File: config.mk
export PLATFORM = sky130hd
export DESIGN_NAME = wpgt_front
export DESIGN_NICKNAME = d
export VERILOG_FILES = /design/src/hw/rtl/wpgt_pkg.sv /design/src/hw/rtl/wpgt_front.sv
export SDC_FILE = /design/constraint.sdc
export NUM_CORES = 2
export LEC_CHECK = 0
export BUFFER_PORTS_ARGS = -buffer_cell sky130_fd_sc_hd__buf_2
export CORE_MARGIN = 5
export CORE_UTILIZATION = 50
export CTS_CLUSTER_DIAMETER = 50
export DETAILED_ROUTE_END_ITERATION = 16
export PLACE_DENSITY = 0.66
export SKIP_CTS_REPAIR_TIMING = 1
export SLEW_MARGIN = 20
export SYNTH_ARGS = -nofsm -noshare
export SYNTH_HDL_FRONTEND = slang
export SYNTH_SLANG_ARGS = --single-unit
export TNS_END_PERCENT = 10
File: constraint.sdc
create_clock -name clk -period 11.85 [get_ports clk]
set_input_delay 2.37 -clock clk [delete_from_list [all_inputs] [get_ports clk]]
set_output_delay 2.37 -clock clk [all_outputs]
set_load 0.05 [all_outputs]
File: src/hw/rtl/wpgt_pkg.sv
`default_nettype none

package wpgt_pkg;

	// field widths
	localparam int SAMPLE_WIDTH = 16;
	localparam int LGAIN_W      = 7;
	localparam int WLEN_W       = 20;
	localparam int NUM_W        = 20;
	localparam int GAIN_W       = 24;
	localparam int CFG_W        = 20;
	localparam int CFG_IDX_W    = 3;

	// derived datapath widths
	localparam int SCALED_W  = SAMPLE_WIDTH + LGAIN_W;
	localparam int PEAK_W    = 2 * SCALED_W;
	localparam int FRAC_RAW  = (63 - PEAK_W) / 2;
	localparam int FRAC_BITS = (FRAC_RAW > 8) ? 8 : FRAC_RAW;
	localparam int RAD_W     = PEAK_W + 2 * FRAC_BITS;
	localparam int ROOT_W    = RAD_W / 2;
	localparam int DVD_SHIFT = SAMPLE_WIDTH - 1 + FRAC_BITS;
	localparam int DVD_W     = NUM_W + DVD_SHIFT;
	localparam int STEP_W    = $clog2(DVD_W);
	localparam int PROD_W    = GAIN_W + 16;
	localparam int SUM_W     = PROD_W + 1;

	// register indexes
	localparam logic [CFG_IDX_W-1:0] REG_LEFT_GAIN  = 3'd0;
	localparam logic [CFG_IDX_W-1:0] REG_RIGHT_GAIN = 3'd1;
	localparam logic [CFG_IDX_W-1:0] REG_WINDOW_LEN = 3'd2;
	localparam logic [CFG_IDX_W-1:0] REG_GAIN_NUM   = 3'd3;

	// register reset values
	localparam logic [LGAIN_W-1:0] LGAIN_RST = 7'd20;
	localparam logic [LGAIN_W-1:0] RGAIN_RST = 7'd20;
	localparam logic [WLEN_W-1:0]  WLEN_RST  = 20'd48000;
	localparam logic [NUM_W-1:0]   NUM_RST   = 20'd128502;

	// gain arithmetic, unsigned q8.16
	localparam logic [GAIN_W-1:0] GAIN_MAX   = '1;
	localparam logic [GAIN_W-1:0] GAIN_FLOOR = 24'd6554;
	localparam logic [GAIN_W-1:0] GAIN_RESET = 24'd1310720;
	localparam logic [15:0]       W_AVG      = 16'd64881;
	localparam logic [15:0]       W_NEW      = 16'd655;
	localparam logic [15:0]       GAIN_ROUND = 16'd32768;

	// queue between front and back
	localparam int QUEUE_DEPTH = 4;
	localparam int QPTR_W      = $clog2(QUEUE_DEPTH);

	typedef struct packed {
		logic signed [SCALED_W-1:0] scaled_i;
		logic signed [SCALED_W-1:0] scaled_q;
		logic                       closes_window;
		logic [PEAK_W-1:0]          peak;
	} wpgt_item_t;

	typedef struct packed {
		logic full;
		logic nonempty;
	} wpgt_qstat_t;

endpackage

`default_nettype wire

File: src/hw/rtl/wpgt_front.sv
`default_nettype none

module wpgt_front (
	input  logic                                   clk,
	input  logic                                   arst_n,
	input  logic                                   in_valid,
	output logic                                   in_ready,
	input  logic signed [wpgt_pkg::SAMPLE_WIDTH-1:0] sample_i,
	input  logic signed [wpgt_pkg::SAMPLE_WIDTH-1:0] sample_q,
	input  logic [wpgt_pkg::LGAIN_W-1:0]           left_gain,
	input  logic [wpgt_pkg::LGAIN_W-1:0]           right_gain,
	input  logic [wpgt_pkg::WLEN_W-1:0]            window_length,
	input  wpgt_pkg::wpgt_qstat_t                  q_stat,
	output logic                                   push,
	output wpgt_pkg::wpgt_item_t                   push_item
);
	import wpgt_pkg::*;

	logic                       v_s1, v_s2;
	logic                       accept, adv_s2;
	logic signed [SCALED_W-1:0] prod_i, prod_q;
	logic signed [SCALED_W-1:0] vi_s1, vq_s1, vi_s2, vq_s2;
	logic signed [PEAK_W-1:0]   sq_i, sq_q;
	logic [PEAK_W-1:0]          sqi_s2, sqq_s2;
	logic [PEAK_W-1:0]          peak_q, mag_sq, peak_new;
	logic [WLEN_W-1:0]          count_q, count_new;
	logic                       closes;

	// stage 1: gain multiply
	assign prod_i = SCALED_W'(sample_i) * SCALED_W'($signed({1'b0, left_gain}));
	assign prod_q = SCALED_W'(sample_q) * SCALED_W'($signed({1'b0, right_gain}));

	// stage 2: squares
	assign sq_i = PEAK_W'(vi_s1) * PEAK_W'(vi_s1);
	assign sq_q = PEAK_W'(vq_s1) * PEAK_W'(vq_s1);

	// classify at the queue input: peak update and window end
	assign mag_sq    = sqi_s2 + sqq_s2;
	assign peak_new  = (mag_sq > peak_q) ? mag_sq : peak_q;
	assign count_new = count_q + 1'b1;
	assign closes    = (count_new >= window_length);

	assign push     = v_s2 && !q_stat.full;
	assign adv_s2   = v_s1 && (!v_s2 || push);
	assign in_ready = !v_s1 || !v_s2 || push;
	assign accept   = in_valid && in_ready;

	assign push_item.scaled_i      = vi_s2;
	assign push_item.scaled_q      = vq_s2;
	assign push_item.closes_window = closes;
	assign push_item.peak          = peak_new;

	always_ff @(posedge clk or negedge arst_n) begin
		if (!arst_n) begin
			v_s1    <= 1'b0;
			v_s2    <= 1'b0;
			peak_q  <= '0;
			count_q <= '0;
		end else begin
			v_s1 <= accept || (v_s1 && !adv_s2);
			v_s2 <= adv_s2 || (v_s2 && !push);
			if (push) begin
				peak_q  <= closes ? '0 : peak_new;
				count_q <= closes ? '0 : count_new;
			end
		end
	end

	always_ff @(posedge clk) begin
		if (accept) begin
			vi_s1 <= prod_i;
			vq_s1 <= prod_q;
		end
		if (adv_s2) begin
			vi_s2  <= vi_s1;
			vq_s2  <= vq_s1;
			sqi_s2 <= $unsigned(sq_i);
			sqq_s2 <= $unsigned(sq_q);
		end
	end

endmodule

`default_nettype wire

==> flow_metrics.py <==
metrics = {
    "yosys": {
        "ys_top_cells_by_count": "1,467 x inv_1, 1,207 x fa_1, 469 x nand2_1, 455 x ha_1, 375 x and2_1",
        "synth.area.top_cells": "fa_1 44%, ha_1 10%, inv_1 10%, edfxtp_1 9.9%, and2_1 4.3%",
        "synth_top_cell_area_share": 0.441,
        "ys.warnings.count": 0,
        "synth_nets": 7236,
        "synth_edf_count": 180,
        "syn_inst": 5503,
        "avgSynthCellArea_um2": 9.97,
        "synth_area_mm2": 0.0548,
        "ys_ff_latch": 248,
        "yosysSeqAreaShare": 0.130,
        "synth.distinct_cells": 74,
        "yosysTopAreaCell": "fa_1",
        "async_flop_share": 0.274,
        "synth.most_common_cell": "inv_1",
        "synth_ff_type": "edfxtp_1",
    },
    "floorplan": {
        "dieArea_mm2": 0.116,
        "core_area_mm2": 0.109,
        "fp.dieH_um": 341,
        "row_count": 121,
        "die_w_um": 341,
        "start_util": 0.504,
        "pin_count": 166,
    },
    "global_routing": {
        "first_global_vias": 40200,
        "gr-total-overflow": 0,
        "gr-usage-all-layers": 0.219,
        "antenna_found_initial": 3,
        "grt_start_max_net_pins": 135,
        "grt_first_pass_wirelength_um": 205000,
    },
    "route": {
        "vias": 36500,
        "dr_wl_met3_um": 7120,
        "dr_wl_met2_um": 59000,
        "routedWlPerCell_um": 17.1,
        "top_layer_used": "met4",
        "wl_met1_um": 51900,
        "viasPerCell": 5.16,
        "drtIter0Drc": 1863,
        "routed_wl_um": 121000,
        "drc": 0,
        "dr.pass1.iters": 5,
        "ant_nets": 0,
    },
    "sta": {
        "period_share": 0.793,
        "timing.final.max_slew_violations": 0,
        "min_period_ns": 9.39,
        "max_freq_mhz": 106,
        "slew_headroom": 0.326,
        "finalSetupTns_ns": 0,
        "fin_worst_skew_ns": 0.0217,
        "grt_setup_unrepaired": "no",
        "worstMarginPinSlew_ns": 1.01,
        "setup_viol": 0,
        "hold_violations": 0,
    },
    "placement": {
        "place_congestion": 0.857,
        "portBuffers": 164,
        "dpl.hpwl_um": 97800,
    },
    "clock_network": {
        "cts-root-buf": "clkbuf_16",
        "clock_path_buffers": 3,
        "clock-sinks": 248,
        "htreeDepth": 2,
        "clock_latency_ns": 0.62,
        "tritoncts": "yes",
        "path_clk_slew_ns": 0.05,
        "cts_buffers": 44,
    },
    "finish": {
        "synthToLayoutAreaGrowth_pct": 7.34,
        "seq_area_mm2": 0.00711,
        "drive_gt1_frac": 0.0654,
        "multi_input_area_mm2": 0.0417,
        "fill_cells": 9682,
        "nets": 7358,
    },
    "critical_path": {
        "path_max_fanout": 35,
        "crit_required_ns": 9.48,
        "cp_data_arrival_time_ns": 7.02,
        "critical_path_class": "reg2out",
        "crit_path_end_kind": "primary output",
        "cp-start-kind": "flop",
    },
    "job": {
        "drv_cap": 0,
    },
    "hold_path": {
        "min_path_type": "reg2reg",
    },
    "run_status": {
        "status": "completed",
    },
}
## worst max-delay path, cell delays in order, from the launching register on
cell	delay, ns
edfxtp_1	0.43
ha_1	0.38
a21oi_1	0.22
a21oi_1	0.13
nor4b_2	0.26
a22oi_2	0.19
o21ai_2	0.20
nand3_2	0.14
nand2_2	0.19
o21ai_1	0.19
or4_1	0.48
and3_1	0.27
ha_1	0.35
nand4_1	0.12
nor4_1	0.77
o21ai_0	0.20
a31oi_1	0.37
a211oi_1	0.10
a21o_2	0.35
buf_4	0.33
o21ai_0	0.36
buf_2	0.34
## placed cells by master, fill, tap and decap left out, types with 7 or more instances in the layout
cell,synthesis,layout
a31oi_1,18,18
a21o_1,89,88
o211ai_1,7,7
xor2_1,64,64
nor3_1,20,20
clkbuf_16,0,44
mux2_2,49,49
and2_1,375,374
buf_4,3,52
xnor2_1,163,163
nand2_1,469,469
inv_6,0,8
nor2b_1,55,55
nand4_1,22,22
fa_1,1207,1207
nor2_1,123,121
o21a_1,22,22
ha_1,455,455
o21ai_0,126,126
dfrtp_1,68,68
a211oi_1,15,15
and3_1,28,28
a21oi_1,135,135
nand2b_1,34,34
buf_2,6,164
inv_1,1467,1467
o21bai_1,19,19
a22o_1,25,25
edfxtp_1,180,180
nand3_1,33,33
## cell families after synthesis
logic type / Yosys count / synth area share
AOI/OAI and AO/OA: 517 / 0.0608
xor gates and xnor gates: 227 / 0.0363
muxes: 49 / 0.0101
adders and majority gates: 1662 / 0.544
and+or+nand+nor: 1191 / 0.108
DFF: 248 / 0.130
buffers and inverters: 1609 / 0.110
## metrics by stage
step | utilization | instances | area (um^2) | setup WS [ns] | hold WS (ns)
6_report | 0.541 | 7076 | 58900 | 2.46 | 0.444
5_1_grt | 0.541 | 7074 | 58900 | 2.16 | 0.468
4_1_cts | 0.541 | 7074 | 58900 | 2.57 | 0.445
3_5_place_dp | 0.527 | 6993 | 57300 | 3.27 | 0.433
3_3_place_gp | 0.527 | 6993 | 57300 | 3.38 | 0.432
2_1_floorplan | - | 5503 | 54800 | 2.51 | 0.439
## flip-flops by register name (all words and copies together), names as in the netlist
| name | flops |
|---|---|
| v_s1 | 1 |
| vi_s1 | 23 |
| peak_q | 46 |
| vq_s1 | 23 |
| count_q | 20 |
| vq_s2 | 23 |
| sqq_s2 | 44 |
| sqi_s2 | 44 |
| v_s2 | 1 |
| vi_s2 | 23 |
## per-layer routing
layer,vias up,GRT usage
met5,-,0
met4,0,0.0604
met3,167,0.0343
met2,832,0.369
met1,18700,0.298
li1,16800,-
## area by class of cell
cell class | count | share of cell area
clock inverter | 36 | 0.00746
sequential | 248 | 0.121
antenna | 2 | 0.0000850
timing repair buffer | 217 | 0.0209
multi-input combinational | 3646 | 0.708
clock buffer | 45 | 0.0188
tap | 1414 | 0.0301
inverter | 1468 | 0.0936
## worst paths after layout
kind                           endpoint       start  cells past startpoint  slack (ns)
max in group asynchronous    peak_q[34]      arst_n                      2        9.21
min in group asynchronous    count_q[4]      arst_n                      2        1.99
hold / removal                vi_s2[15]   vi_s1[15]                      0        0.44
hold reg to reg               vi_s2[15]   vi_s1[15]                      0        0.44
setup / recovery           push_item[0]  sqq_s2[10]                     21        2.46
setup reg to reg             sqq_s2[44]    vq_s1[0]                     23        3.19
Power is not shown: default switching activity piles up to over one toggle a cycle in this logic, so the estimate is an artifact.
