`config.mk`:
```
export PLATFORM = sky130hd
export DESIGN_NAME = wpgt_back
export DESIGN_NICKNAME = d
export VERILOG_FILES = /design/src/hw/rtl/wpgt_pkg.sv /design/src/hw/rtl/wpgt_back.sv
export SDC_FILE = /design/constraint.sdc
export NUM_CORES = 2
export LEC_CHECK = 0
export ABC_AREA = 1
export BUFFER_PORTS_ARGS = -buffer_cell sky130_fd_sc_hd__buf_2
export CORE_MARGIN = 10
export CORE_UTILIZATION = 35
export DETAILED_ROUTE_END_ITERATION = 8
export SLEW_MARGIN = 20
export SYNTH_ARGS = -nofsm -noshare
export SYNTH_HDL_FRONTEND = slang
export SYNTH_SLANG_ARGS = --single-unit
```
`constraint.sdc`:
```
create_clock -name clk -period 11.94 [get_ports clk]
set_input_delay 1.194 -clock clk [delete_from_list [all_inputs] [get_ports clk]]
set_output_delay 1.194 -clock clk [all_outputs]
set_load 0.005 [all_outputs]
```
`src/hw/rtl/wpgt_pkg.sv`:
```
`default_nettype none

package wpgt_pkg;

	// field widths
	localparam int SAMPLE_WIDTH = 16;
	localparam int LGAIN_W      = 7;
	localparam int WLEN_W       = 20;
	localparam int NUM_W        = 20;
	localparam int GAIN_W       = 24;
	localparam int CFG_W        = 20;
	localparam int CFG_IDX_W    = 3;

	// derived datapath widths
	localparam int SCALED_W  = SAMPLE_WIDTH + LGAIN_W;
	localparam int PEAK_W    = 2 * SCALED_W;
	localparam int FRAC_RAW  = (63 - PEAK_W) / 2;
	localparam int FRAC_BITS = (FRAC_RAW > 8) ? 8 : FRAC_RAW;
	localparam int RAD_W     = PEAK_W + 2 * FRAC_BITS;
	localparam int ROOT_W    = RAD_W / 2;
	localparam int DVD_SHIFT = SAMPLE_WIDTH - 1 + FRAC_BITS;
	localparam int DVD_W     = NUM_W + DVD_SHIFT;
	localparam int STEP_W    = $clog2(DVD_W);
	localparam int PROD_W    = GAIN_W + 16;
	localparam int SUM_W     = PROD_W + 1;

	// register indexes
	localparam logic [CFG_IDX_W-1:0] REG_LEFT_GAIN  = 3'd0;
	localparam logic [CFG_IDX_W-1:0] REG_RIGHT_GAIN = 3'd1;
	localparam logic [CFG_IDX_W-1:0] REG_WINDOW_LEN = 3'd2;
	localparam logic [CFG_IDX_W-1:0] REG_GAIN_NUM   = 3'd3;

	// register reset values
	localparam logic [LGAIN_W-1:0] LGAIN_RST = 7'd20;
	localparam logic [LGAIN_W-1:0] RGAIN_RST = 7'd20;
	localparam logic [WLEN_W-1:0]  WLEN_RST  = 20'd48000;
	localparam logic [NUM_W-1:0]   NUM_RST   = 20'd128502;

	// gain arithmetic, unsigned q8.16
	localparam logic [GAIN_W-1:0] GAIN_MAX   = '1;
	localparam logic [GAIN_W-1:0] GAIN_FLOOR = 24'd6554;
	localparam logic [GAIN_W-1:0] GAIN_RESET = 24'd1310720;
	localparam logic [15:0]       W_AVG      = 16'd64881;
	localparam logic [15:0]       W_NEW      = 16'd655;
	localparam logic [15:0]       GAIN_ROUND = 16'd32768;

	// queue between front and back
	localparam int QUEUE_DEPTH = 4;
	localparam int QPTR_W      = $clog2(QUEUE_DEPTH);

	typedef struct packed {
		logic signed [SCALED_W-1:0] scaled_i;
		logic signed [SCALED_W-1:0] scaled_q;
		logic                       closes_window;
		logic [PEAK_W-1:0]          peak;
	} wpgt_item_t;

	typedef struct packed {
		logic full;
		logic nonempty;
	} wpgt_qstat_t;

endpackage

`default_nettype wire

```
`src/hw/rtl/wpgt_back.sv`:
```
`default_nettype none

module wpgt_back (
	input  logic                                  clk,
	input  logic                                  arst_n,
	input  wpgt_pkg::wpgt_item_t                  head_item,
	input  wpgt_pkg::wpgt_qstat_t                 q_stat,
	output logic                                  pop,
	input  logic [wpgt_pkg::NUM_W-1:0]            gain_numerator,
	output logic                                  out_valid,
	input  logic                                  out_ready,
	output logic signed [wpgt_pkg::SCALED_W-1:0]  scaled_i,
	output logic signed [wpgt_pkg::SCALED_W-1:0]  scaled_q,
	output logic [wpgt_pkg::GAIN_W-1:0]           audio_gain,
	output logic                                  gain_updated
);
	import wpgt_pkg::*;

	typedef enum logic [5:0] {
		ST_IDLE = 6'b000001,
		ST_SQRT = 6'b000010,
		ST_DIV  = 6'b000100,
		ST_MUL  = 6'b001000,
		ST_SUM  = 6'b010000,
		ST_OUT  = 6'b100000
	} back_state_t;

	back_state_t                state_q;
	logic [STEP_W-1:0]          step_q;
	logic [RAD_W-1:0]           rad_q;
	logic [ROOT_W-1:0]          root_q;
	logic [ROOT_W:0]            srem_q;
	logic [DVD_W-1:0]           dvd_q;
	logic [ROOT_W-1:0]          drem_q;
	logic [GAIN_W-1:0]          gain_raw_q, gain_floored;
	logic [PROD_W-1:0]          prod_avg_q, prod_new_q;
	logic [GAIN_W-1:0]          cur_gain_q, avg_q;
	logic signed [SCALED_W-1:0] vi_q, vq_q;

	logic [ROOT_W+2:0] s_t, s_trial, s_diff;
	logic              s_ge;
	logic [ROOT_W:0]   d_t, d_diff;
	logic              d_ge;
	logic [DVD_W-1:0]  quot_next;
	logic [GAIN_W-1:0] quot_sat;
	logic [SUM_W-1:0]  gain_sum;
	logic [GAIN_W:0]   gain_shift;
	logic [GAIN_W-1:0] gain_new;

	logic out_free, pass_load, done_load, load;

	// square root, one result bit per cycle
	assign s_t     = {srem_q, rad_q[RAD_W-1 -: 2]};
	assign s_trial = {1'b0, root_q, 2'b01};
	assign s_ge    = (s_t >= s_trial);
	assign s_diff  = s_t - s_trial;

	// restoring divide by the root, one quotient bit per cycle
	assign d_t       = {drem_q, dvd_q[DVD_W-1]};
	assign d_ge      = (d_t >= {1'b0, root_q});
	assign d_diff    = d_t - {1'b0, root_q};
	assign quot_next = {dvd_q[DVD_W-2:0], d_ge};
	assign quot_sat  = (|quot_next[DVD_W-1:GAIN_W]) ? GAIN_MAX : quot_next[GAIN_W-1:0];

	// floor and smoothing
	assign gain_floored = (gain_raw_q <= GAIN_FLOOR) ? GAIN_FLOOR : gain_raw_q;
	assign gain_sum     = SUM_W'(prod_avg_q) + SUM_W'(prod_new_q) + SUM_W'(GAIN_ROUND);
	assign gain_shift   = gain_sum[SUM_W-1:16];
	assign gain_new     = gain_shift[GAIN_W] ? GAIN_MAX : gain_shift[GAIN_W-1:0];

	assign out_free  = !out_valid || out_ready;
	assign pass_load = (state_q == ST_IDLE) && q_stat.nonempty &&
		!head_item.closes_window && out_free;
	assign done_load = (state_q == ST_OUT) && out_free;
	assign load      = pass_load || done_load;
	assign pop       = (state_q == ST_IDLE) && q_stat.nonempty &&
		(head_item.closes_window || out_free);

	always_ff @(posedge clk or negedge arst_n) begin
		if (!arst_n) begin
			state_q    <= ST_IDLE;
			out_valid  <= 1'b0;
			cur_gain_q <= GAIN_RESET;
			avg_q      <= '0;
		end else begin
			out_valid <= load || (out_valid && !out_ready);
			case (state_q)
				ST_IDLE: begin
					if (pop && head_item.closes_window) begin
						state_q <= (head_item.peak == '0) ? ST_MUL : ST_SQRT;
					end
				end
				ST_SQRT: begin
					if (step_q == '0) begin
						state_q <= ST_DIV;
					end
				end
				ST_DIV: begin
					if (step_q == '0) begin
						state_q <= ST_MUL;
					end
				end
				ST_MUL: begin
					state_q <= ST_SUM;
				end
				ST_SUM: begin
					cur_gain_q <= gain_new;
					avg_q      <= gain_new;
					state_q    <= ST_OUT;
				end
				ST_OUT: begin
					if (out_free) begin
						state_q <= ST_IDLE;
					end
				end
				default: state_q <= ST_IDLE;
			endcase
		end
	end

	always_ff @(posedge clk) begin
		case (state_q)
			ST_IDLE: begin
				if (pop && head_item.closes_window) begin
					vi_q       <= head_item.scaled_i;
					vq_q       <= head_item.scaled_q;
					gain_raw_q <= cur_gain_q;
					rad_q      <= RAD_W'(head_item.peak) << (2 * FRAC_BITS);
					root_q     <= '0;
					srem_q     <= '0;
					step_q     <= STEP_W'(ROOT_W - 1);
				end
			end
			ST_SQRT: begin
				root_q <= {root_q[ROOT_W-2:0], s_ge};
				srem_q <= s_ge ? s_diff[ROOT_W:0] : s_t[ROOT_W:0];
				rad_q  <= rad_q << 2;
				step_q <= step_q - 1'b1;
				if (step_q == '0) begin
					dvd_q  <= DVD_W'(gain_numerator) << DVD_SHIFT;
					drem_q <= '0;
					step_q <= STEP_W'(DVD_W - 1);
				end
			end
			ST_DIV: begin
				drem_q <= d_ge ? d_diff[ROOT_W-1:0] : d_t[ROOT_W-1:0];
				dvd_q  <= quot_next;
				step_q <= step_q - 1'b1;
				if (step_q == '0) begin
					gain_raw_q <= quot_sat;
				end
			end
			ST_MUL: begin
				prod_avg_q <= PROD_W'(W_AVG) * PROD_W'(avg_q);
				prod_new_q <= PROD_W'(W_NEW) * PROD_W'(gain_floored);
			end
			default: begin
			end
		endcase

		if (pass_load) begin
			scaled_i     <= head_item.scaled_i;
			scaled_q     <= head_item.scaled_q;
			audio_gain   <= cur_gain_q;
			gain_updated <= 1'b0;
		end else if (done_load) begin
			scaled_i     <= vi_q;
			scaled_q     <= vq_q;
			audio_gain   <= cur_gain_q;
			gain_updated <= 1'b1;
		end
	end

endmodule

`default_nettype wire

```
==> results.cfg <==
[worst_setup_path]
reg2reg_to = prod_new_q[21]
worst_setup_end_kind = flip-flop
critPathMostFrequentCell = sky130_fd_sc_hd__inv_1
delay_of_the_slowest_critical_path_stage_ns = 0.55
critPathRequiredTime_ns = 12.30
worstPathMaxFanout = 12
slowest_stage = sky130_fd_sc_hd__edfxtp_1
critical_path_arrival_ns = 6.93
crit_buf_inv = 9
crit_path_class = flip-flop to flip-flop
timing.reg2reg.setup_slack_ns = 5.37
cp-start-kind = flip-flop
regToRegStartpoint = gain_raw_q[21]
critical_path.startpoint = gain_raw_q[21]
timing.critical_path.to = prod_new_q[21]
r2r.worst_path.cells = 29
path_depth = 29
path_delay_family = adder cells

[clock_network]
post_cts_resize_count = 0
numClockSinks = 437
clk_path_buf_depth = 3
insertion_delay_ns = 0.65
hold_buffers = 0
postCtsSetupRepairBufs = 0
cts_htree_levels = 2
cts-buffers-inserted = 53
cts.root.buffer_cell = sky130_fd_sc_hd__clkbuf_16
clk_transition_reported_paths_ns = 0.06
clock_tree_from_tritoncts = built

[routing]
drt_iter0_markers = 2050
detailed_route_wire_length_um = 98300
ant_nets = 0
route.detailed.drc = 0
first_pass_iters = 6
route.detailed.vias_per_inst = 4.89
wire_per_inst_um = 17.6
dr_total_vias = 27300

[flow_run]
max_cap_violations = 0

[synthesis]
synthTopCellsByArea = sky130_fd_sc_hd__edfxtp_1 (34%), sky130_fd_sc_hd__ha_1 (14%), sky130_fd_sc_hd__fa_1 (12%)
synth.net_count = 4721
synth_area_leader = sky130_fd_sc_hd__edfxtp_1
post_synthesis_mean_instance_area_um2 = 9.01
yosysSeqAreaShare_pct = 36.2
postSynth.asyncResetShare_pct = 7.55
syn_warnings = 0
synth_ff_type = sky130_fd_sc_hd__edfxtp_1
synthesis.instances = 3973
post_synth_instance_area_mm2 = 0.0358
ys_seq_elements = 437
yosysTopAreaCellShare_pct = 33.8
synth-edff-count = 403
yosysUniqueCellTypes = 51

[floorplanning]
initial_core_util_pct = 35.2
rows = 117
dieArea_mm2 = 0.115
floorplan.die.width_um = 340
die_height_um = 340
core_region_area_mm2 = 0.102
design.portCount = 191

[timing]
period_minus_slack_ns = 6.57
maxSlewHeadroom_pct = 29.4
finalMaxSlewViolations = 0
rsz0062_at_grt = no
setup_viol = 0
finClkSkew_ns = 0.0358
achievable-frequency_mhz = 152
hold_viol_final = 0
finalCritPeriodShare_pct = 55.0
worstMarginPinSlew_ns = 1.06
timing.setup.tns_ns = 0

[min_path]
hp-class = flip-flop to flip-flop

[grt]
via_count_of_the_first_global_routing_pass = 27000
gr-usage-met2_pct = 28.1
global_route_wire_length_before_repair_um = 154000
grt_util_met3_pct = 2.49
busiest_layer = met2
largest_net_degree_at_the_start_of_global_routing = 84
gr-total-overflow = 0
number_of_antenna_violations_at_the_first_check_in_global_routing = 4
global_route.usage.total_pct = 16.8
grt_util_met1_pct = 22.7

[cells_and_area]
final_nets = 4918
layout-drive-gt1-share_pct = 8.99
layout.cells.most_common = sky130_fd_sc_hd__nand2_1
num-fill-cells = 10300
layout.cells.most_common_list = sky130_fd_sc_hd__nand2_1 (809), sky130_fd_sc_hd__inv_1 (652), sky130_fd_sc_hd__nor2_1 (420)
post-route-util_pct = 39.5
area_growth_syn_to_layout_pct = 12.2

[placed_design]
dp_hpwl_um = 79400
gpl.final_weighted_congestion = 0.945
io_buffers = 189

[status]
result_of_the_run = finished clean
## cells in the mapped netlist (all sizes together), types with 8 or more instances
cell type,instances
nand4,34
nor3,40
o21ai,201
mux2,46
fa,216
buf,25
o21a,12
a21oi,240
a21boi,8
nand3,123
nand3b,22
xor2,68
a21o,24
inv,654
dfrtp,30
xnor2,42
clkbuf,38
edfxtp,403
nor4,21
a31oi,10
o21bai,21
nand2,817
nor2,432
ha,414
## area by class of cell
type                    count  area (µm²)  share of cell area (%)
multi-input cells        2818       20100                    50.1
clock buffers              59        1350                    3.36
flip-flops and latches    437       13000                    32.2
diodes                      2        5.00                  0.0125
clock inverters            40         507                    1.26
well taps                1368        1710                    4.26
repair buffers            205        1070                    2.65
inverters                 655        2460                    6.12
## cells by family (layout without fill, tap and decap cells)
| kind of cell | Yosys count | after routing | share of synthesized area (%) |
|---|---|---|---|
| AOI/OAI and AO/OA | 532 | 532 | 8.08 |
| xor gates and xnor gates | 110 | 110 | 2.69 |
| adders and majority gates | 630 | 630 | 26.6 |
| buffers and inverters | 718 | 959 | 7.78 |
| DFF | 437 | 437 | 36.2 |
| muxes | 46 | 46 | 1.45 |
| other | 0 | 2 | 0 |
| and+or+nand+nor | 1500 | 1500 | 17.2 |
## routing by layer
layer	wire [µm]	part of all wire (%)	vias up
met3	5340	5.4	109
met1	44200	45	13100
met5	0	0	-
met4	2310	2.3	0
met2	46400	47	618
li1	-	-	13500
## how the worst min path moves through the flow
| stage | startpoint | end | cells past startpoint | slack (ns) |
|---|---|---|---|---|
| floorplan | cur_gain_q[18] | cur_gain_q[18] | 2 | 0.45 |
| global placement | rad_q[24] | rad_q[26] | 2 | 0.49 |
| detailed placement | rad_q[24] | rad_q[26] | 2 | 0.50 |
| CTS | rad_q[24] | rad_q[26] | 2 | 0.51 |
| global route | rad_q[37] | rad_q[39] | 2 | 0.53 |
| finish | rad_q[33] | rad_q[35] | 2 | 0.51 |
## per-stage QoR
stage | hold slack, ns | instance area [µm²] | cells | setup WS [ns]
3_5_place_dp | 0.497 | 38300 | 5483 | 5.39
3_3_place_gp | 0.492 | 38300 | 5483 | 5.50
6_report | 0.507 | 40200 | 5584 | 5.37
5_1_grt | 0.532 | 40200 | 5583 | 4.68
2_1_floorplan | 0.454 | 35800 | 3973 | 2.19
4_1_cts | 0.511 | 40200 | 5582 | 5.33
## state kept, by name, indices dropped and copies added, names as in the netlist, 24 cells and up
| register | cells |
|---|---|
| cur_gain_q | 24 |
| gain_raw_q | 24 |
| rad_q | 46 |
| audio_gain | 24 |
| prod_avg_q | 40 |
| root_q | 31 |
| dvd_q | 43 |
| prod_new_q | 34 |
| drem_q | 31 |
| srem_q | 32 |
## worst min-delay path, stage by stage (launching register included)
cell and delay (ns):
sky130_fd_sc_hd__edfxtp_1 0.32, sky130_fd_sc_hd__nand2_1 0.05, sky130_fd_sc_hd__nand2_1 0.05
Power is not shown: default switching activity piles up to over one toggle a cycle in this logic, so the estimate is an artifact.
