<file path="src/hw/rtl/wpgt_pkg.sv">
`default_nettype none

package wpgt_pkg;

	// field widths
	localparam int SAMPLE_WIDTH = 16;
	localparam int LGAIN_W      = 7;
	localparam int WLEN_W       = 20;
	localparam int NUM_W        = 20;
	localparam int GAIN_W       = 24;
	localparam int CFG_W        = 20;
	localparam int CFG_IDX_W    = 3;

	// derived datapath widths
	localparam int SCALED_W  = SAMPLE_WIDTH + LGAIN_W;
	localparam int PEAK_W    = 2 * SCALED_W;
	localparam int FRAC_RAW  = (63 - PEAK_W) / 2;
	localparam int FRAC_BITS = (FRAC_RAW > 8) ? 8 : FRAC_RAW;
	localparam int RAD_W     = PEAK_W + 2 * FRAC_BITS;
	localparam int ROOT_W    = RAD_W / 2;
	localparam int DVD_SHIFT = SAMPLE_WIDTH - 1 + FRAC_BITS;
	localparam int DVD_W     = NUM_W + DVD_SHIFT;
	localparam int STEP_W    = $clog2(DVD_W);
	localparam int PROD_W    = GAIN_W + 16;
	localparam int SUM_W     = PROD_W + 1;

	// register indexes
	localparam logic [CFG_IDX_W-1:0] REG_LEFT_GAIN  = 3'd0;
	localparam logic [CFG_IDX_W-1:0] REG_RIGHT_GAIN = 3'd1;
	localparam logic [CFG_IDX_W-1:0] REG_WINDOW_LEN = 3'd2;
	localparam logic [CFG_IDX_W-1:0] REG_GAIN_NUM   = 3'd3;

	// register reset values
	localparam logic [LGAIN_W-1:0] LGAIN_RST = 7'd20;
	localparam logic [LGAIN_W-1:0] RGAIN_RST = 7'd20;
	localparam logic [WLEN_W-1:0]  WLEN_RST  = 20'd48000;
	localparam logic [NUM_W-1:0]   NUM_RST   = 20'd128502;

	// gain arithmetic, unsigned q8.16
	localparam logic [GAIN_W-1:0] GAIN_MAX   = '1;
	localparam logic [GAIN_W-1:0] GAIN_FLOOR = 24'd6554;
	localparam logic [GAIN_W-1:0] GAIN_RESET = 24'd1310720;
	localparam logic [15:0]       W_AVG      = 16'd64881;
	localparam logic [15:0]       W_NEW      = 16'd655;
	localparam logic [15:0]       GAIN_ROUND = 16'd32768;

	// queue between front and back
	localparam int QUEUE_DEPTH = 4;
	localparam int QPTR_W      = $clog2(QUEUE_DEPTH);

	typedef struct packed {
		logic signed [SCALED_W-1:0] scaled_i;
		logic signed [SCALED_W-1:0] scaled_q;
		logic                       closes_window;
		logic [PEAK_W-1:0]          peak;
	} wpgt_item_t;

	typedef struct packed {
		logic full;
		logic nonempty;
	} wpgt_qstat_t;

endpackage

`default_nettype wire

</file>
<file path="src/hw/rtl/wpgt_queue.sv">
`default_nettype none

module wpgt_queue (
	input  logic                 clk,
	input  logic                 arst_n,
	input  logic                 push,
	input  wpgt_pkg::wpgt_item_t push_item,
	input  logic                 pop,
	output wpgt_pkg::wpgt_item_t head_item,
	output wpgt_pkg::wpgt_qstat_t stat
);
	import wpgt_pkg::*;

	wpgt_item_t        slot_q [QUEUE_DEPTH];
	logic [QPTR_W-1:0] wr_ptr_q;
	logic [QPTR_W-1:0] rd_ptr_q;
	logic [QPTR_W:0]   count_q;

	always_ff @(posedge clk) begin
		if (push) begin
			slot_q[wr_ptr_q] <= push_item;
		end
	end

	always_ff @(posedge clk or negedge arst_n) begin
		if (!arst_n) begin
			wr_ptr_q <= '0;
			rd_ptr_q <= '0;
			count_q  <= '0;
		end else begin
			if (push) begin
				wr_ptr_q <= wr_ptr_q + 1'b1;
			end
			if (pop) begin
				rd_ptr_q <= rd_ptr_q + 1'b1;
			end
			case ({push, pop})
				2'b10: count_q <= count_q + 1'b1;
				2'b01: count_q <= count_q - 1'b1;
				default: count_q <= count_q;
			endcase
		end
	end

	assign head_item     = slot_q[rd_ptr_q];
	assign stat.full     = (count_q == (QPTR_W + 1)'(QUEUE_DEPTH));
	assign stat.nonempty = (count_q != '0);

endmodule

`default_nettype wire

</file>
<file path="config.mk">
export PLATFORM = sky130hd
export DESIGN_NAME = wpgt_queue
export DESIGN_NICKNAME = d
export VERILOG_FILES = /design/src/hw/rtl/wpgt_pkg.sv /design/src/hw/rtl/wpgt_queue.sv
export SDC_FILE = /design/constraint.sdc
export NUM_CORES = 1
export LEC_CHECK = 0
export ABC_AREA = 0
export BUFFER_PORTS_ARGS = -buffer_cell sky130_fd_sc_hd__buf_2
export CAP_MARGIN = 5
export CORE_MARGIN = 2
export CORE_UTILIZATION = 40
export CTS_CLUSTER_SIZE = 30
export DETAILED_ROUTE_END_ITERATION = 6
export PLACE_DENSITY_LB_ADDON = 0.3
export SETUP_SLACK_MARGIN = 0.5
export SYNTH_ARGS = -nofsm -noshare
export SYNTH_HDL_FRONTEND = slang
export SYNTH_SLANG_ARGS = --single-unit
</file>
<file path="constraint.sdc">
create_clock -name clk -period 4.82 [get_ports clk]
set_input_delay 0.482 -clock clk [delete_from_list [all_inputs] [get_ports clk]]
set_output_delay 0.482 -clock clk [all_outputs]
set_load 0.03 [all_outputs]
</file>
==> out/metrics.yaml, run 1 <==
die_area_mm2: 0.03618
grt_max_degree: 68
yosys_warnings: 0
num_io_pins: 192
synth-seq-cells: 379
avgViaCountPerCell: 5.017
multi_input_area_mm2: 0.002303
syn_area_per_cell_um2: 26.57
yosysTopAreaCell: "edfxtp_1"
tightest_slew_ns: 1.106
setup_viol: 0
die_x_um: 190.2
synthArstFlopShare: 0.01847
dpl.cell_count: 1157
grt_remaining_overflow: 0
cts_num_sinks: 379
layout.cells.non_filler: 1230
synth_edf_count: 372
hpwl_mm: 15.43
fin_crit_ns: 3.145
path_cells: "buf_12 > mux4_2 > buf_2"
clockBufferDepth: 3
wire_per_inst_um: 21.14
path_clk_slew_ns: 0.06
r2r_start: "wr_ptr_q[0]$_DFFE_PN0P_"
syn_nets: 625
dr.pass1.iters: 4
hold_class: "in2reg"
switchingPower_mw: 3.682
holdWs_ns: 0.1705
initial_core_util: 0.4035
drive_above_1_share: 0.4612
timing.final.ws_setup_ns: 1.675
cellLeakagePower_nw: 5.619
rsz0062_at_grt: "no"
min_from: "push_item[12]"
clock_skew_ns: 0.01018
grt_pass1_vias: 6773
gp_congestion: 0.6941
area_growth_pct: 19.01
finalSetupTns_ns: 0
grt_first_pass_wirelength_mm: 39.15
cp_slowest_cell: "dfrtp_4"
ff_latch_area_mm2: 0.01135
power_frac_clock: 0.257
drv_slew: 0
die_h_um: 190.2
max_freq_ghz: 0.3180
start_kind: "flip-flop"
drtIter0Drc: 410
swShare: 0.3385
via_count: 6171
nNetsFinal: 848
placed_area_mm2: 0.01529
required_ns: 4.34
crit_arrival_ns: 2.66
synth_area_leaders: "edfxtp_1 (81%), mux4_2 (15%), dfrtp_1 (1.3%)"
portBuffers: 191
cts_tree: "built"
hold_buffers: 1
syn_area_mm2: 0.01387
cts_buffers: 40
ant_nets: 0
rows: 68
min_period_over_period: 0.6524
yosysUniqueCellTypes: 20
synth_top_area_frac: 0.8054
slowest_delay_ns: 0.88
grt_usage: 0.1430
post_cts_buffers: 0
combPwrFrac: 0.316
power_per_cell_area_mw_per_mm2: 659.2
relSlewSlack: 0.2629
place_ws_ns: 2.131
pwr-share-seq: 0.427
ir_drop_uv: 431.8
seq_area_frac_synth: 0.8180
grt_antenna_before_repair: 1
cts.htree.levels: 2
reg2reg_slack_ns: 2.31
stdcell_area_mm2: 0.01651
finalHoldViolCount: 0
clock_latency_ns: 0.52
post-route-util: 0.4802
cts_resized: 0
netlist_instances: 522
drc: 0
drt_wl_total_mm: 26.00
crit_start: "rd_ptr_q[0]$_DFFE_PN0P_"
num-fill-cells: 2820
clock-root-buffer: "clkbuf_16"
p_int_mw: 7.198
end_kind: "primary output"
cap_violations: 0
crit_fanout: 46
power_mw: 10.88
critical_path_class: "reg2out"
yosys_most_used_dff: "edfxtp_1"
status: "finished clean"
core_area_mm2: 0.03437
==> synthesized netlist by cell type (3+ instances only) <==
cell      count
edfxtp_1    372
mux4_2       93
buf_2         7
dfrtp_1       7
buf_12        6
inv_1         6
ha_1          5
and2_1        4
buf_4         4
xor2_1        4
buf_1         3
==> area by class of cell <==
type	instances	area share
tap	455	0.03449
timing repair buffer	202	0.06383
sequential	379	0.6878
antenna	1	0.0001516
multi-input combinational	116	0.1396
clock inverter	25	0.009475
clock buffer	46	0.06330
inverter	6	0.001364
==> placed cells by master (no fill, tap or decap), types with 2 or more instances in the layout <==
master	Yosys	layout
dfrtp_1	7	5
ha_1	5	5
and2_4	0	4
clkinv_1	0	9
buf_4	4	9
clkbuf_16	0	41
edfxtp_1	372	372
mux4_2	93	93
xnor2_1	2	2
xor2_1	4	4
buf_2	7	191
clkbuf_1	0	5
inv_1	6	6
clkinv_2	0	9
inv_6	0	2
clkinvlp_4	0	4
nand2_1	2	2
dfrtp_4	0	2
==> flip-flops by register name, indices dropped and copies added (netlist names) <==
name and flops:
count_q 3, rd_ptr_q 2, slot_q 372, wr_ptr_q 2
==> path summary, 6_finish.rpt <==
kind	to	depth (start not counted)
max	head_item[0]	3
min in group asynchronous	count_q[2]$_DFFE_PN0P_	2
min reg2reg	count_q[2]$_DFFE_PN0P_	1
min	slot_q[1][12]$_DFFE_PP_	1
max in group asynchronous	rd_ptr_q[1]$_DFFE_PN0P_	2
max reg2reg	slot_q[2][75]$_DFFE_PP_	4
==> critical path: cells and delay by family (launching register included) <==
family / cells / cell delay (ns)
flip-flops: 1 / 0.88
buffers and inverters: 2 / 0.63
multiplexers: 1 / 0.60
==> per-layer routing <==
layer  part of all wire  track usage  vias up
li1                   -            -     2692
met1               0.41       0.1883     3251
met2               0.50       0.2360      193
met3              0.071      0.03938       35
met4              0.017      0.03876        0
met5                  0            0        -
==> power groups by stage <==
stage	logic [mW]	registers [mW]	clock network [mW]
after floorplan	2.80	4.51	0
after global placement	3.47	4.69	0
after detailed placement	3.51	4.73	0
after CTS	3.53	4.67	2.88
after global routing	3.66	4.72	3.00
final	3.44	4.64	2.80
==> cells by family after synthesis <==
group | count (synthesis) | synth area share
and+or+nand+nor | 9 | 0.003518
xor gates and xnor gates | 6 | 0.003789
buffers and inverters | 27 | 0.01660
muxes | 94 | 0.1517
DFF | 379 | 0.8180
AOI/OAI and AO/OA | 1 | 0.0003605
adders and majority gates | 6 | 0.005954
Power figures use the tool's default switching activity.
==> run 2, diff against run 1 <==
--- a/config.mk
+++ b/config.mk
@@ -5,7 +5,7 @@
 export SDC_FILE = /design/constraint.sdc
 export NUM_CORES = 1
 export LEC_CHECK = 0
-export ABC_AREA = 0
+export ABC_AREA = 1
 export BUFFER_PORTS_ARGS = -buffer_cell sky130_fd_sc_hd__buf_2
 export CAP_MARGIN = 5
 export CORE_MARGIN = 2
==> constraint.sdc (replaced) <==
create_clock -name clk -period 2.7 [get_ports clk]
set_input_delay 0.27 -clock clk [delete_from_list [all_inputs] [get_ports clk]]
set_output_delay 0.27 -clock clk [all_outputs]
set_load 0.03 [all_outputs]
==> out/metrics.yaml, run 2 <==
slowest_delay_ns: 0.52  # was 0.88 ns
cellLeakagePower_nw: 7.868  # was 5.619 nW
critPathBufInv: 3  # was 2
path_depth: 5  # was 3
via_count: 9376  # was 6,171
yosys_warnings: 0  # unchanged
synth_edf_count: 372  # unchanged
power_mw: 23.38  # was 10.88 mW
grt_pass1_vias: 9193  # was 6,773
hold_class: "in2reg"  # unchanged
finalHoldViolCount: 0  # unchanged
drt_wl_total_mm: 33.26  # was 26.00 mm
area_growth_pct: 28.29  # was 19.01%
dr.pass1.iters: 5  # was 4
ff_latch_area_mm2: 0.01135  # unchanged
die_h_um: 200.0  # was 190.2 um
drtIter0Drc: 536  # was 410
cts_num_sinks: 379  # unchanged
regMostFlops: "slot_q"  # unchanged
seq_area_frac_synth: 0.7383  # was 0.8180
ant_nets: 0  # unchanged
relSlewSlack: 0.5472  # was 0.2629
syn_nets: 1237  # was 625
min_period_over_period: 0.8045
r2r-end: "slot_q[1][54]$_DFFE_PP_"  # was slot_q[2][75]$_DFFE_PP_
netlist_instances: 1134  # was 522
yosysTopAreaCell: "edfxtp_1"  # unchanged
grt_antenna_before_repair: 3  # was 1
grt_usage: 0.1587  # was 0.1430
worst_r2r_path_depth: 5  # was 4
num_io_pins: 192  # unchanged
r2r_start: "wr_ptr_q[1]$_DFFE_PN0P_"  # was wr_ptr_q[0]$_DFFE_PN0P_
end_kind: "primary output"  # unchanged
status: "finished clean"  # unchanged
power_per_cell_area_mw_per_mm2: 1186  # was 659.2 mW/mm^2
cts.htree.levels: 2  # unchanged
drive_above_1_share: 0.2237  # was 0.4612
tightest_slew_ns: 0.6792  # was 1.106 ns
portBuffers: 191  # unchanged
cp_slowest_cell: "dfrtp_4"  # unchanged
yosys_most_used_dff: "edfxtp_1"  # unchanged
avgViaCountPerCell: 4.723  # was 5.017
crit_arrival_ns: 1.90  # was 2.66 ns
largest_registers: "slot_q x372, count_q x3"  # unchanged
cts_tree: "built"  # unchanged
nNetsFinal: 1545  # was 848
clock_latency_ns: 0.55  # was 0.52 ns
synth_common_cells: "edfxtp_1 (372), nand2_1 (290), inv_1 (199)"  # was edfxtp_1 (372), mux4_2 (93), buf_2 (7), dfrtp_1 (7)
critical_path_class: "reg2out"  # unchanged
fin_crit_ns: 2.172
crit_fanout: 20  # was 46
start_kind: "flip-flop"  # unchanged
path_clk_slew_ns: 0.06  # about the same
die_x_um: 200.0  # was 190.2 um
mostFrequentLayoutCells: "edfxtp_1 (372), nand2_1 (284), inv_1 (193)"  # was edfxtp_1 (372), buf_2 (191), mux4_2 (93)
gp_congestion: 0.6808  # was 0.6941
cts_buffers: 41  # was 40
wire_per_inst_um: 16.76  # was 21.14 um
reg2reg_slack_ns: 0.96  # was 2.31 ns
num-fill-cells: 3159  # was 2,820
syn_area_mm2: 0.01537  # was 0.01387 mm^2
synth_area_leaders: "edfxtp_1 (73%), o211ai_1 (8.0%), nand2_1 (7.1%)"  # was edfxtp_1 (81%), mux4_2 (15%), dfrtp_1 (1.3%)
required_ns: 2.43  # was 4.34 ns
ir_drop_uv: 868.7  # was 431.8 uV
clock_skew_ns: 0.02014  # was 0.01018 ns
setup_viol: 0  # unchanged
clock-root-buffer: "clkbuf_16"  # unchanged
critical_path.top_delay_family: "buffers and inverters"  # was flip-flops
yosysMostFrequentCell: "edfxtp_1"  # unchanged
rows: 71  # was 68
final_common_cell: "edfxtp_1"  # unchanged
max_freq_ghz: 0.4604
grt_max_degree: 56  # was 68
crit_start: "rd_ptr_q[0]$_DFFE_PN0P_"  # unchanged
yosysUniqueCellTypes: 20  # unchanged
core_area_mm2: 0.03776  # was 0.03437 mm^2
synthArstFlopShare: 0.01847  # unchanged
crit_end: "head_item[37]"  # was head_item[0]
clockBufferDepth: 3  # unchanged
grt_first_pass_wirelength_mm: 48.58  # was 39.15 mm
finalSetupTns_ns: 0  # unchanged
initial_core_util: 0.4071  # was 0.4035
syn_area_per_cell_um2: 13.55  # was 26.57 um^2
largest_reg_flops: 372  # unchanged
drv_slew: 0  # unchanged
hpwl_mm: 17.53  # was 15.43 mm
synth_top_area_frac: 0.7269  # was 0.8054
drc: 0  # unchanged
synth-seq-cells: 379  # unchanged
multi_input_area_mm2: 0.002774  # was 0.002303 mm^2
die_area_mm2: 0.04001  # was 0.03618 mm^2
rsz0062_at_grt: "yes"  # was no
cap_violations: 0  # unchanged
path_cells: "buf_12 > clkbuf_16 > o211ai_2 > nand2_1 > buf_4"  # was buf_12 > mux4_2 > buf_2
grt_remaining_overflow: 0  # unchanged
==> run 2: cell count changes after synthesis, sizes merged, moves of 4 or more <==
cell,before,now
mux4,93,0
clkbuf,0,5
nand2,2,290
o211ai,0,186
and2,4,0
buf,21,58
inv,6,200
==> run 2: final cells by class <==
type,count,share of cell area
flip-flops and latches,379,0.5758
repair buffers,328,0.1472
multi-input cells,492,0.1407
clock buffers,55,0.05737
inverters,200,0.03922
well taps,511,0.03243
clock inverters,17,0.006917
diodes,3,0.0003808
==> run 2: logic make-up (layout without fill, tap and decap cells) <==
family | count (synthesis) | count (layout) | synth area share
AO/OA/AOI/OAI | 188 | 188 | 0.09900
XOR/XNOR | 4 | 4 | 0.002280
adder cells (fa/ha/maj) | 6 | 6 | 0.005373
buffers and inverters | 263 | 600 | 0.08288
flip-flops | 379 | 379 | 0.7383
other | 0 | 3 | 0
AND/OR/NAND/NOR | 294 | 294 | 0.07221
==> run 2: what timing repair did <==
item,4_1_cts,5_1_grt
hold buffers,95,0
setup buffers,4,2
hold endpoints to repair,380,0
endpoints found under the setup margin,85,85
pin swaps,0,57
gates resized for setup,18,129
cloned,1,12
==> run 2: routing by layer <==
metal | share of wire | global-route usage | wire length (um) | up-vias
met1 | 0.44 | 0.1957 | 14470 | 4541
met3 | 0.052 | 0.03360 | 1727 | 49
met4 | 0.023 | 0.06283 | 762 | 0
met5 | 0 | 0 | 0 | -
met2 | 0.49 | 0.2734 | 16300 | 208
li1 | - | - | - | 4578
==> run 2: how the worst min path moves through the flow <==
stage	start	endpoint	slack, ns	cells past startpoint
after floorplan	arst_n	count_q[0]$_DFFE_PN0P_	-0.03	0
after global placement	arst_n	wr_ptr_q[1]$_DFFE_PN0P_	0.13	1
after detailed placement	arst_n	count_q[0]$_DFFE_PN0P_	0.12	1
after CTS	push	wr_ptr_q[0]$_DFFE_PN0P_	0.03	2
after global routing	push	wr_ptr_q[0]$_DFFE_PN0P_	0.07	2
final	push	wr_ptr_q[0]$_DFFE_PN0P_	0.06	2
==> run 2: through the flow <==
step | instance area (um^2) | cells | hold WS (ns) | utilization | setup slack [ns]
final | 19720 | 1985 | 0.06139 | 0.5222 | 0.5279
after global routing | 19720 | 1985 | 0.07260 | 0.5222 | 0.4574
after CTS | 19220 | 1968 | 0.03343 | 0.5090 | 0.4629
after detailed placement | 16870 | 1796 | 0.1243 | 0.4468 | 0.7493
after global placement | 16870 | 1796 | 0.1275 | 0.4468 | 0.7820
after floorplan | 15400 | 1134 | -0.02559 | - | 0.2601
==> run 2: worst reg2reg max path: cells and delay by family (launching register included) <==
kind | cells | cell delay [ns]
adder cells (fa/ha/maj) | 1 | 0.17
buffers and inverters | 3 | 0.72
flip-flops | 1 | 0.41
AND/OR/NAND/NOR | 1 | 0.06
==> run 2: power breakdown <==
part | total (mW) | switching [mW] | internal [mW]
sequential | 7.99 | 0.288 | 7.70
combinational | 10.1 | 6.51 | 3.60
clock | 5.28 | 2.16 | 3.12
==> run 3, diff against run 2 <==
--- a/config.mk
+++ b/config.mk
@@ -5,7 +5,7 @@
 export SDC_FILE = /design/constraint.sdc
 export NUM_CORES = 1
 export LEC_CHECK = 0
-export ABC_AREA = 1
+export ABC_AREA = 0
 export BUFFER_PORTS_ARGS = -buffer_cell sky130_fd_sc_hd__buf_2
 export CAP_MARGIN = 5
 export CORE_MARGIN = 2
==> constraint.sdc (replaced) <==
create_clock -name clk -period 2.3 [get_ports clk]
set_input_delay 0.23 -clock clk [delete_from_list [all_inputs] [get_ports clk]]
set_output_delay 0.23 -clock clk [all_outputs]
set_load 0.03 [all_outputs]
==> out/metrics.yaml, run 3 (synthesis gave the netlist of run 1 again) <==
worst_r2r_path_depth: 4  # was 5
gr-max-usage-layer: "met2"  # unchanged
core_area_mm2: 0.03437  # was 0.03776 mm^2
nNetsFinal: 956  # was 1,545
cts_tree: "built"  # unchanged
crit_fanout: 8  # was 20
hold_class: "in2async"  # was in2reg
drv_slew: 0  # unchanged
die_h_um: 190.2  # was 200.0 um
finalHoldViolCount: 0  # unchanged
power_per_cell_area_mw_per_mm2: 1376  # was 1186 mW/mm^2
num_io_pins: 192  # unchanged
slowest_delay_ns: 0.50  # was 0.52 ns
crit_end: "head_item[59]"  # was head_item[37]
cp_common_cell: "buf_12"
ir_drop_uv: 838.8  # was 868.7 uV
mostFrequentLayoutCells: "edfxtp_1 (372), buf_2 (98), dlygate4sd3_1 (96)"  # was edfxtp_1 (372), nand2_1 (284), inv_1 (193)
largest_reg_flops: 372  # unchanged
path_clk_slew_ns: 0.06  # about the same
clock_latency_ns: 0.51  # was 0.55 ns
clock-root-buffer: "clkbuf_16"  # unchanged
drive_above_1_share: 0.4148  # was 0.2237
cts_num_sinks: 379  # unchanged
start_kind: "flip-flop"  # unchanged
clock_skew_ns: 0.01121  # was 0.02014 ns
grtUsageMet3: 0.03699  # was 0.03360
path_depth: 5  # unchanged
die_area_mm2: 0.03618  # was 0.04001 mm^2
rows: 68  # was 71
initial_core_util: 0.4035  # was 0.4071
grt_max_degree: 64  # was 56
num-fill-cells: 2595  # was 3,159
regMostFlops: "slot_q"  # unchanged
tightest_slew_ns: 0.4773  # was 0.6792 ns
ant_nets: 0  # unchanged
drtIter0Drc: 402  # was 536
gp_congestion: 0.7165  # was 0.6808
grt_pass1_vias: 7349  # was 9,193
rsz0062_at_grt: "yes"  # unchanged
grtUsageMet2: 0.2684  # was 0.2734
drt_wl_total_mm: 27.14  # was 33.26 mm
critical_path_class: "reg2out"  # unchanged
dr.pass1.iters: 4  # was 5
critical_path.top_delay_family: "buffers and inverters"  # unchanged
crit_arrival_ns: 2.07  # was 1.90 ns
grt_first_pass_wirelength_mm: 41.52  # was 48.58 mm
finalSetupTns_ns: 0  # unchanged
via_count: 6632  # was 9,376
max_freq_ghz: 0.4357
cts.htree.levels: 2  # unchanged
die_x_um: 190.2  # was 200.0 um
grtUsageMet1: 0.1870  # was 0.1957
reg2reg_slack_ns: 0.77  # was 0.96 ns
cap_violations: 0  # unchanged
drc: 0  # unchanged
avgViaCountPerCell: 4.964  # was 4.723
grt_antenna_before_repair: 1  # was 3
power_mw: 25.48  # was 23.38 mW
clockBufferDepth: 3  # unchanged
r2r-end: "slot_q[0][39]$_DFFE_PP_"  # was slot_q[1][54]$_DFFE_PP_
grt_usage: 0.1517  # was 0.1587
fin_crit_ns: 2.295
end_kind: "primary output"  # unchanged
crit_start: "rd_ptr_q[0]$_DFFE_PN0P_"  # unchanged
cts_buffers: 38  # was 41
status: "finished clean"  # unchanged
wire_per_inst_um: 20.32  # was 16.76 um
required_ns: 2.07  # was 2.43 ns
final_common_cell: "edfxtp_1"  # unchanged
area_growth_pct: 33.48  # was 28.29%
cp_slowest_cell: "dfrtp_4"  # unchanged
critPathBufInv: 4  # was 3
min_period_over_period: 0.9978
grt_remaining_overflow: 0  # unchanged
path_cells: "buf_12 > buf_12 > buf_16 > mux4_2 > buf_6"  # was buf_12 > clkbuf_16 > o211ai_2 > nand2_1 > buf_4
cellLeakagePower_nw: 6.411  # was 7.868 nW
relSlewSlack: 0.6818  # was 0.5472
r2r_start: "wr_ptr_q[0]$_DFFE_PN0P_"  # was wr_ptr_q[1]$_DFFE_PN0P_
setup_viol: 0  # unchanged
portBuffers: 191  # unchanged
hpwl_mm: 15.60  # was 17.53 mm
largest_registers: "slot_q x372, count_q x3"  # unchanged
[run 3: changes by cell type in the layout (fill, tap and decap cells not counted), moves of 63 or more]
| cell | previous run | this run |
|---|---|---|
| buf_4 | 65 | 2 |
| buf_6 | 13 | 93 |
| o211ai_1 | 163 | 0 |
| nand2_1 | 284 | 2 |
| inv_1 | 193 | 6 |
| mux4_2 | 0 | 93 |
[run 3: repair_timing]
item	in CTS	in global routing
cloned	6	0
endpoints found under the setup margin	93	93
pin swaps	0	0
hold endpoints to repair	381	0
resized for setup	195	0
buffers inserted	6	0
hold buffers	96	0
[run 3: routing by layer]
layer / vias up / routed length (um) / part of all wire
met5: - / 0 / 0
met4: 0 / 490 / 0.018
met3: 48 / 1466 / 0.054
met2: 181 / 14020 / 0.52
met1: 3488 / 11160 / 0.41
li1: 2915 / - / -
[run 3: final cells by class]
cell class	instances	area (um^2)	share of cell area
flip-flops and latches	379	11350	0.6133
repair buffers	312	3042	0.1643
multi-input cells	116	2303	0.1244
clock buffers	51	1064	0.05745
well taps	455	569.3	0.03075
clock inverters	16	156.4	0.008448
inverters	6	22.52	0.001217
diodes	1	2.502	0.0001352
[run 3: how the worst min path moves through the flow]
stage	slack (ns)	end	startpoint
finish	0.11	wr_ptr_q[0]$_DFFE_PN0P_	arst_n
CTS	0.07	wr_ptr_q[0]$_DFFE_PN0P_	arst_n
floorplan	-0.07	count_q[0]$_DFFE_PN0P_	arst_n
detailed placement	0.1	count_q[2]$_DFFE_PN0P_	arst_n
global placement	0.09	count_q[1]$_DFFE_PN0P_	arst_n
global route	0.1	wr_ptr_q[0]$_DFFE_PN0P_	arst_n
[run 3: per-stage QoR]
stage	util	area, um^2	instances	setup WS (ns)	hold slack [ns]
after global routing	0.5385	18510	1335	-0.06940	0.09609
after detailed placement	0.4495	15450	1160	0.4862	0.09860
after global placement	0.4495	15450	1160	0.4990	0.09438
after floorplan	-	13880	522	0.5658	-0.06559
after CTS	0.5385	18510	1335	-0.01560	0.07373
final	0.5386	18510	1336	0.004952	0.1053
[run 3: power breakdown]
part / switching [mW] / internal, mW / leakage (nW)
Sequential: 0.301 / 9.03 / 3.50
Combinational: 5.43 / 4.74 / 2.32
Clock: 2.39 / 3.58 / 0.591
Total: 8.12 / 17.4 / 6.41
[run 3: worst register-to-register path: stages (launching register included)]
cell and delay, ns:
dfrtp_1 0.43, inv_1 0.11, ha_1 0.15, and2_4 0.17, buf_12 0.29
